$ cat config.mk
export PLATFORM = sky130hd
export DESIGN_NAME = plsc_ctrl
export DESIGN_NICKNAME = d
export VERILOG_FILES = /design/src/rtl/core/plsc_pkg.sv /design/src/rtl/core/plsc_ctrl.sv
export SDC_FILE = /design/constraint.sdc
export NUM_CORES = 1
export LEC_CHECK = 0
export BUFFER_PORTS_ARGS = -buffer_cell sky130_fd_sc_hd__buf_2
export CAP_MARGIN = 10
export CORE_AREA = 2 2 39 41
export DETAILED_ROUTE_END_ITERATION = 12
export DIE_AREA = 0 0 41 43
export GPL_TIMING_DRIVEN = 0
export PLACE_DENSITY = 0.5
export SYNTH_ARGS = -nofsm -noshare
export SYNTH_HDL_FRONTEND = slang
export SYNTH_SLANG_ARGS = --single-unit
$ cat constraint.sdc
create_clock -name clk -period 1.5 [get_ports clk]
set_input_delay 0.15 -clock clk [delete_from_list [all_inputs] [get_ports clk]]
set_output_delay 0.15 -clock clk [all_outputs]
set_load 0.03 [all_outputs]
$ cat src/rtl/core/plsc_pkg.sv
package plsc_pkg;

  // Table geometry.
  localparam int SLOTS   = 16;
  localparam int ID_BITS = 16;
  localparam int SLOT_W  = (SLOTS > 1) ? $clog2(SLOTS) : 1;
  localparam int LEVELS  = $clog2(SLOTS);
  localparam int CAND_N  = 1 << LEVELS;
  localparam int LVL_W   = $clog2(LEVELS + 1);

  // Field widths fixed by the interface.
  localparam int FUNC_W   = 2;
  localparam int EID_W    = 16;
  localparam int SEL_W    = 4;
  localparam int SOUT_W   = 4;
  localparam int STRIDE_W = 32;
  localparam int PROD_W   = 48;
  localparam int STAMP_W  = 64;
  localparam int CNT_W    = 32;
  localparam int CFG_IDX_W  = 1;
  localparam int CFG_DATA_W = 32;

  typedef enum logic [FUNC_W-1:0] {
    FN_LOOKUP     = 2'd0,
    FN_RELEASE    = 2'd1,
    FN_INVALIDATE = 2'd2,
    FN_CLEAR      = 2'd3
  } func_t;

  typedef enum logic [CFG_IDX_W-1:0] {
    CFG_POLICY = 1'b0,
    CFG_STRIDE = 1'b1
  } cfg_reg_t;

  typedef enum logic {
    POL_LRU = 1'b0,
    POL_LFU = 1'b1
  } policy_t;

  typedef enum logic [1:0] {
    ST_IDLE,
    ST_SEARCH,
    ST_REDUCE,
    ST_COMMIT
  } state_t;

  // Controller to datapath.
  typedef struct packed {
    logic in_ready;
    logic load;
    logic reduce;
    logic commit;
  } cmd_t;

  // Datapath to controller.
  typedef struct packed {
    logic req_valid;
    logic req_lookup;
    logic out_free;
  } sts_t;

  // One eviction candidate in the reduction tree.
  typedef struct packed {
    logic              ok;
    logic [SLOT_W-1:0] idx;
    logic [CNT_W-1:0]  count;
    logic [STAMP_W-1:0] age;
  } cand_t;

  function automatic logic [CNT_W-1:0] sat_inc32(input logic [CNT_W-1:0] v);
    sat_inc32 = (v == '1) ? v : v + CNT_W'(1);
  endfunction

  // True when the right (higher index) candidate beats the left one.
  // Equal keys keep the left one, so the lowest index wins ties.
  function automatic logic right_wins(input cand_t l, input cand_t r, input policy_t pol);
    logic better;
    if (pol == POL_LFU) begin
      better = (r.count < l.count) || ((r.count == l.count) && (r.age < l.age));
    end else begin
      better = r.age < l.age;
    end
    right_wins = r.ok && (!l.ok || better);
  endfunction

endpackage

$ cat src/rtl/core/plsc_ctrl.sv
module plsc_ctrl import plsc_pkg::*; (
  input  logic clk,
  input  logic rst,
  input  sts_t sts,
  output cmd_t cmd
);

  state_t           state;
  state_t           state_next;
  logic [LVL_W-1:0] level_cnt;
  logic [LVL_W-1:0] level_cnt_next;
  logic             last_level;

  assign last_level = (level_cnt == LVL_W'(LEVELS - 1));

  always_ff @(posedge clk) begin
    if (rst) begin
      state     <= ST_IDLE;
      level_cnt <= '0;
    end else begin
      state     <= state_next;
      level_cnt <= level_cnt_next;
    end
  end

  always_comb begin
    state_next     = state;
    level_cnt_next = level_cnt;
    case (state)
      ST_IDLE: begin
        if (sts.req_valid) begin
          state_next = sts.req_lookup ? ST_SEARCH : ST_COMMIT;
        end
      end
      ST_SEARCH: begin
        state_next     = ST_REDUCE;
        level_cnt_next = '0;
      end
      ST_REDUCE: begin
        level_cnt_next = level_cnt + LVL_W'(1);
        if (last_level) begin
          state_next = ST_COMMIT;
        end
      end
      ST_COMMIT: begin
        if (sts.out_free) begin
          state_next = ST_IDLE;
        end
      end
      default: state_next = ST_IDLE;
    endcase
  end

  always_comb begin
    cmd = '0;
    case (state)
      ST_IDLE:   cmd.in_ready = 1'b1;
      ST_SEARCH: cmd.load     = 1'b1;
      ST_REDUCE: cmd.reduce   = 1'b1;
      ST_COMMIT: cmd.commit   = sts.out_free;
      default:   cmd = '0;
    endcase
  end

endmodule

==> results of run 1 <==
==> critical path, cell delays in order (launching register included) <==
cell     delay [ns]
dfxtp_1        0.38
inv_1          0.08
ha_1           0.37
nand2_1        0.09
mux2_2         0.26
nor2_1         0.07
==> Yosys cell counts <==
library cell  n  area (um^2)
o22ai_1       1         6.26
o221a_1       1         11.3
ha_1          6         75.1
inv_2         1         3.75
nand2b_1      3         18.8
mux2i_1       1         10.0
nand2_1       1         3.75
dfxtp_1       5          100
o21a_1        1         7.51
a31oi_1       1         6.26
mux2_2        1         11.3
nor2b_1       1         6.26
and2_1        1         6.26
a21oi_1       1         5.00
inv_1         4         15.0
a211o_1       1         8.76
nand3_1       1         5.00
nor2_1        2         7.51
==> state kept, by name (all words and copies together), names as in the netlist <==
register,count
level_cnt,3
state,2
==> worst max-delay path by stage <==
stage                         from            to  slack [ns]  cells after the start
after floorplan           state[0]      state[0]        0.11                      5
after global placement    state[0]      state[1]        0.17                      5
after detailed placement  state[0]      state[1]        0.18                      5
after CTS                 state[0]  level_cnt[0]        0.17                      5
after global routing      state[0]  level_cnt[0]        0.04                      5
final                     state[0]  level_cnt[0]        0.17                      5
==> cell families (layout without fill, tap and decap cells) <==
kind of cell / Yosys count / after routing / share of synthesized area, %
AOI/OAI and AO/OA: 6 / 6 / 14.6
muxes: 2 / 2 / 6.91
buffers and inverters: 5 / 17 / 6.09
adders and majority gates: 6 / 6 / 24.4
DFF: 5 / 5 / 32.5
and+or+nand+nor: 9 / 9 / 15.4
==> report_power, final <==
group	leakage (nW)	total [W]	switching, W	internal (W)
Clock	0.0150	0.000157	0.0000561	0.000101
Sequential	0.0408	0.000185	0.0000246	0.000160
Combinational	0.132	0.000318	0.000194	0.000124
==> routing by layer <==
layer / track usage [%] / vias to the layer above / share of wire, %
li1: - / 135 / -
met1: 10.4 / 106 / 44
met2: 11.9 / 5 / 49
met3: 6.28 / 0 / 7.1
met4: 4.00 / 0 / 0
met5: 0 / - / 0
==> final cells by class <==
class	count	area, um^2
clock buffer	4	26.3
inverter	5	18.8
tap	16	20.0
multi-input combinational	23	189
sequential	5	100
fill	144	990
timing repair buffer	8	40.0
==> metrics by stage <==
stage	cell area (um^2)	setup slack (ns)	total power, W
after floorplan	308	0.112	0.000444
after global placement	368	0.173	0.000510
after detailed placement	368	0.185	0.000506
after CTS	394	0.166	0.000670
after global routing	394	0.0379	0.000726
final	394	0.174	0.000659
==> flow_metrics.tcl, run 1 <==
set metrics [dict create \
    fin_crit_ns 1.33 \
    syn_area_per_cell_um2 9.33 \
    antenna_found_initial 0 \
    cts_sinks 5 \
    drive_gt1_share_pct 28.9 \
    nets 57 \
    ys_seq_area_share_pct 32.5 \
    globalRouteOverflowTotal 0 \
    synthToLayoutAreaGrowth_pct 28.0 \
    netlist-cell-type-count 18 \
    vias 246 \
    reg2reg_depth 5 \
    clk_pin_slew_ns 0.05 \
    vias_per_cell 4.03 \
    rsz0062_at_grt "no" \
    hold_path_depth 2 \
    diodes 0 \
    num_io_pins 9 \
    status "finished clean" \
    clockRootBuffer "clkbuf_4" \
    grt_pass1_vias 235 \
    core_um2 1380 \
    yosysWarningCount 0 \
    critical_path.max_fanout 6 \
    cp_data_required_time_ns 1.68 \
    final_util_pct 28.5 \
    rr_endpoint "level_cnt[0]" \
    synthCells 33 \
    finalSetupTns_ns 0 \
    finalSetupViolCount 0 \
    hold_end "level_cnt[2]" \
    final_common_cell "buf_2" \
    route.antenna.remaining_nets 0 \
    holdWs_ns 0.139 \
    worstSetupPathType "reg -> reg" \
    critPathCaptureType "register" \
    grt_usage_pct 8.85 \
    wl_per_cell_um 8.34 \
    wl_um 509 \
    period_share_pct 88.4 \
    reg2reg_from "state[0]" \
    fin_skew_ns 0.00646 \
    grt_max_degree 7 \
    dp.cells 57 \
    ctsHtreeMaxLevel 1 \
    clockBufferDepth 2 \
    worstSkewPairLatency_ns 0.24 \
    finalMaxSlewViolations 0 \
    leakage_nw 0.188 \
    initial_core_util_pct 22.2 \
    cts_hold_buffers 0 \
    cts_inserted_buffers 3 \
    finish.cell_count_without_fillers 61 \
    grt_pass1_wl_um 993 \
    dr.pass1.iters 1 \
    yosys_register_bits 5 \
    cap_violations 0 \
    synth_nets 44 \
    syn_area_um2 308 \
    fp.dieArea_um2 1760 \
    post_cts_buffers 0 \
    relSlewSlack_pct 88.9 \
    tightest_slew_ns 0.167 \
    rows 14 \
    cts_tree "done" \
    drc_errors 0 \
    layout_common_cells "buf_2, ha_1, dfxtp_1, inv_1" \
    io_buffers 8 \
    ir_worst_vdd_mv 0.555 \
    die_w_um 41 \
    hold_start "rst" \
    cts_resized 0 \
    p_per_area_nw_per_um2 1670 \
    drt_iter0_drc 0 \
    arrival_ns 1.50 \
    die_h_um 43 \
    hold_path_class "in -> reg" \
    critPathLaunchType "register" \
    hold_viol 0 \
    max_freq_mhz 754 \
    gp_congestion 0.646 \
    rrSetupSlack_ns 0.17 \
    dp_hpwl_um 415 \
]
(Power assumes the default switching activity.)
==> run 2, diff against run 1 <==
--- a/config.mk
+++ b/config.mk
@@ -5,13 +5,16 @@
 export SDC_FILE = /design/constraint.sdc
 export NUM_CORES = 1
 export LEC_CHECK = 0
+export ABC_AREA = 1
 export BUFFER_PORTS_ARGS = -buffer_cell sky130_fd_sc_hd__buf_2
 export CAP_MARGIN = 10
 export CORE_AREA = 2 2 39 41
 export DETAILED_ROUTE_END_ITERATION = 12
 export DIE_AREA = 0 0 41 43
 export GPL_TIMING_DRIVEN = 0
-export PLACE_DENSITY = 0.5
+export PLACE_DENSITY = 0.51
+export REMOVE_ABC_BUFFERS = 1
+export SETUP_SLACK_MARGIN = 0.2
 export SYNTH_ARGS = -nofsm -noshare
 export SYNTH_HDL_FRONTEND = slang
 export SYNTH_SLANG_ARGS = --single-unit
==> run 2 against run 1 <==
Effect of this change:
- global-route usage down 0.70 points
- final area up 6.3%
- critical endpoint is now cmd[1]
- non-clock buffer count unchanged
- worst hold slack worse by 0.017 ns
- synthesized area up 4.9%
==> flow_metrics.tcl, run 2 <==
set metrics [dict create \
    synthFlopType "dfxtp_1" \
    fin_crit_ns 1.26 \
    netlist-cell-type-count 12 \
    largest_reg_flops 3 \
    critPathCaptureType "primary output" \
    gp_congestion 0.698 \
    post_cts_buffers 0 \
    status "finished clean" \
    grt_pass1_vias 240 \
    use_met3_pct 1.57 \
    cts_hold_buffers 0 \
    synthDominantCellAreaShare_pct 31.0 \
    holdWs_ns 0.121 \
    fp.dieArea_um2 1760 \
    io_buffers 8 \
    cts_inserted_buffers 3 \
    grt_usage_pct 8.15 \
    gr-usage-met2_pct 10.0 \
    grt_max_degree 7 \
    relSlewSlack_pct 87.6 \
    ctsHtreeMaxLevel 1 \
    num_io_pins 9 \
    busiest_layer "met4" \
    cap_violations 0 \
    async_reset_ff_share_pct 0 \
    yosys_register_bits 5 \
    syn_area_um2 323 \
    clockBufferDepth 2 \
    dp_hpwl_um 454 \
    largestRegisters "level_cnt (3), state (2)" \
    multiInputGateArea_um2 190 \
    hold_viol 0 \
    grt_pass1_wl_um 890 \
    met1_usage_pct 9.06 \
    synth.largest_area_cell "dfxtp_1" \
    clk_pin_slew_ns 0.04 \
    clockRootBuffer "clkbuf_4" \
    worstSkewPairLatency_ns 0.24 \
    drive_gt1_share_pct 26.8 \
    period_share_pct 83.9 \
    layout_common_cells "inv_1, nand2_1, buf_2, clkbuf_4, dfxtp_1" \
    antenna_found_initial 0 \
    critical_path.max_fanout 6 \
    hold_path_class "in -> reg" \
    globalRouteOverflowTotal 0 \
    tightest_slew_ns 0.184 \
    wl_per_cell_um 7.99 \
    cts_sinks 5 \
    largest_register "level_cnt" \
    drc_errors 0 \
    drt_iter0_drc 3 \
    max_freq_mhz 794 \
    worstSetupPathType "reg -> out" \
    p_per_area_nw_per_um2 1940 \
    synth.area.top_cells "dfxtp_1, ha_1, inv_1, nand2_1, a21oi_1" \
    core_um2 1380 \
    vias 286 \
    dr.pass1.iters 4 \
    synth_edf_count 0 \
    route.antenna.remaining_nets 0 \
    finalSetupTns_ns 0 \
    leakage_nw 0.223 \
    cp_data_required_time_ns 1.35 \
    yosys-top-cells-count "inv_1, nand2_1, ha_1, dfxtp_1, nor2_1" \
    finalSetupViolCount 0 \
    synthCells 44 \
    arrival_ns 1.11 \
    fin_skew_ns 0.00166 \
    syn_area_per_cell_um2 7.34 \
    diodes 0 \
    ir_worst_vdd_mv 0.513 \
    rsz0062_at_grt "yes" \
    die_w_um 41 \
    die_h_um 43 \
    initial_core_util_pct 23.3 \
    yosysWarningCount 0 \
    finalMaxSlewViolations 0 \
    n_fill_cell 161 \
    critPathLaunchType "register" \
    ys_seq_area_share_pct 31.0 \
    wl_um 575 \
    rows 14 \
    vias_per_cell 3.97 \
    synthToLayoutAreaGrowth_pct 29.8 \
    cts_tree "done" \
    nets 68 \
    ff_latch_area_um2 100 \
]
## run 2: path summary, 6_finish.rpt
kind | from | to | slack, ns | cells past startpoint
worst max register to register | state[1] | level_cnt[2] | 0.30 | 5
worst min register to register | level_cnt[1] | level_cnt[1] | 0.47 | 2
worst min-delay path | rst | level_cnt[1] | 0.12 | 2
worst max-delay path | state[0] | cmd[1] | 0.24 | 3
## run 2: kinds of logic (layout without fill, tap and decap cells)
logic type               Yosys count  count (layout)  synth area share [%]
AO/OA/AOI/OAI                      6               6                  11.2
adder cells (fa/ha/maj)            6               6                  23.3
buffers and inverters             10              22                  11.6
flip-flops                         5               5                  31.0
AND/OR/NAND/NOR                   17              17                  22.9
## run 2: layout make-up
| class | instances | area share [%] |
|---|---|---|
| Tap cell | 16 | 4.78 |
| Timing Repair Buffer | 8 | 10.7 |
| Sequential cell | 5 | 23.9 |
| Multi-Input combinational cell | 29 | 45.4 |
| Inverter | 10 | 8.96 |
| Clock buffer | 4 | 6.27 |
## run 2: worst max-delay path: stages (launching register included)
cell	delay [ns]
dfxtp_1	0.32
inv_1	0.10
ha_2	0.24
clkbuf_4	0.21
## run 2: metal layers
layer | routed length (um) | up-vias
li1 | - | 159
met1 | 289 | 117
met2 | 246 | 8
met3 | 25 | 2
met4 | 13 | 0
met5 | 0 | -
## run 2: power breakdown
group	internal (W)	switching (W)
sequential	0.000166	0.0000251
clock	0.000100	0.0000537
combinational	0.000171	0.000294
total	0.000438	0.000373
## run 2: what timing repair did
action	in CTS	in global routing
resized for setup	1	3
gates cloned	0	0
hold endpoints to repair	0	0
pin swaps	0	0
endpoints found under the setup margin	1	5
## run 2: metrics by stage
step / util (%) / instance area [um^2] / total power (W) / instances / setup slack, ns
after floorplan: - / 323 / 0.000547 / 44 / 0.271
after global placement: 27.7 / 383 / 0.000634 / 68 / 0.282
after detailed placement: 27.7 / 383 / 0.000634 / 68 / 0.296
after CTS: 29.7 / 412 / 0.000801 / 72 / 0.219
after global routing: 30.3 / 419 / 0.000895 / 72 / 0.163
final: 30.3 / 419 / 0.000811 / 72 / 0.241
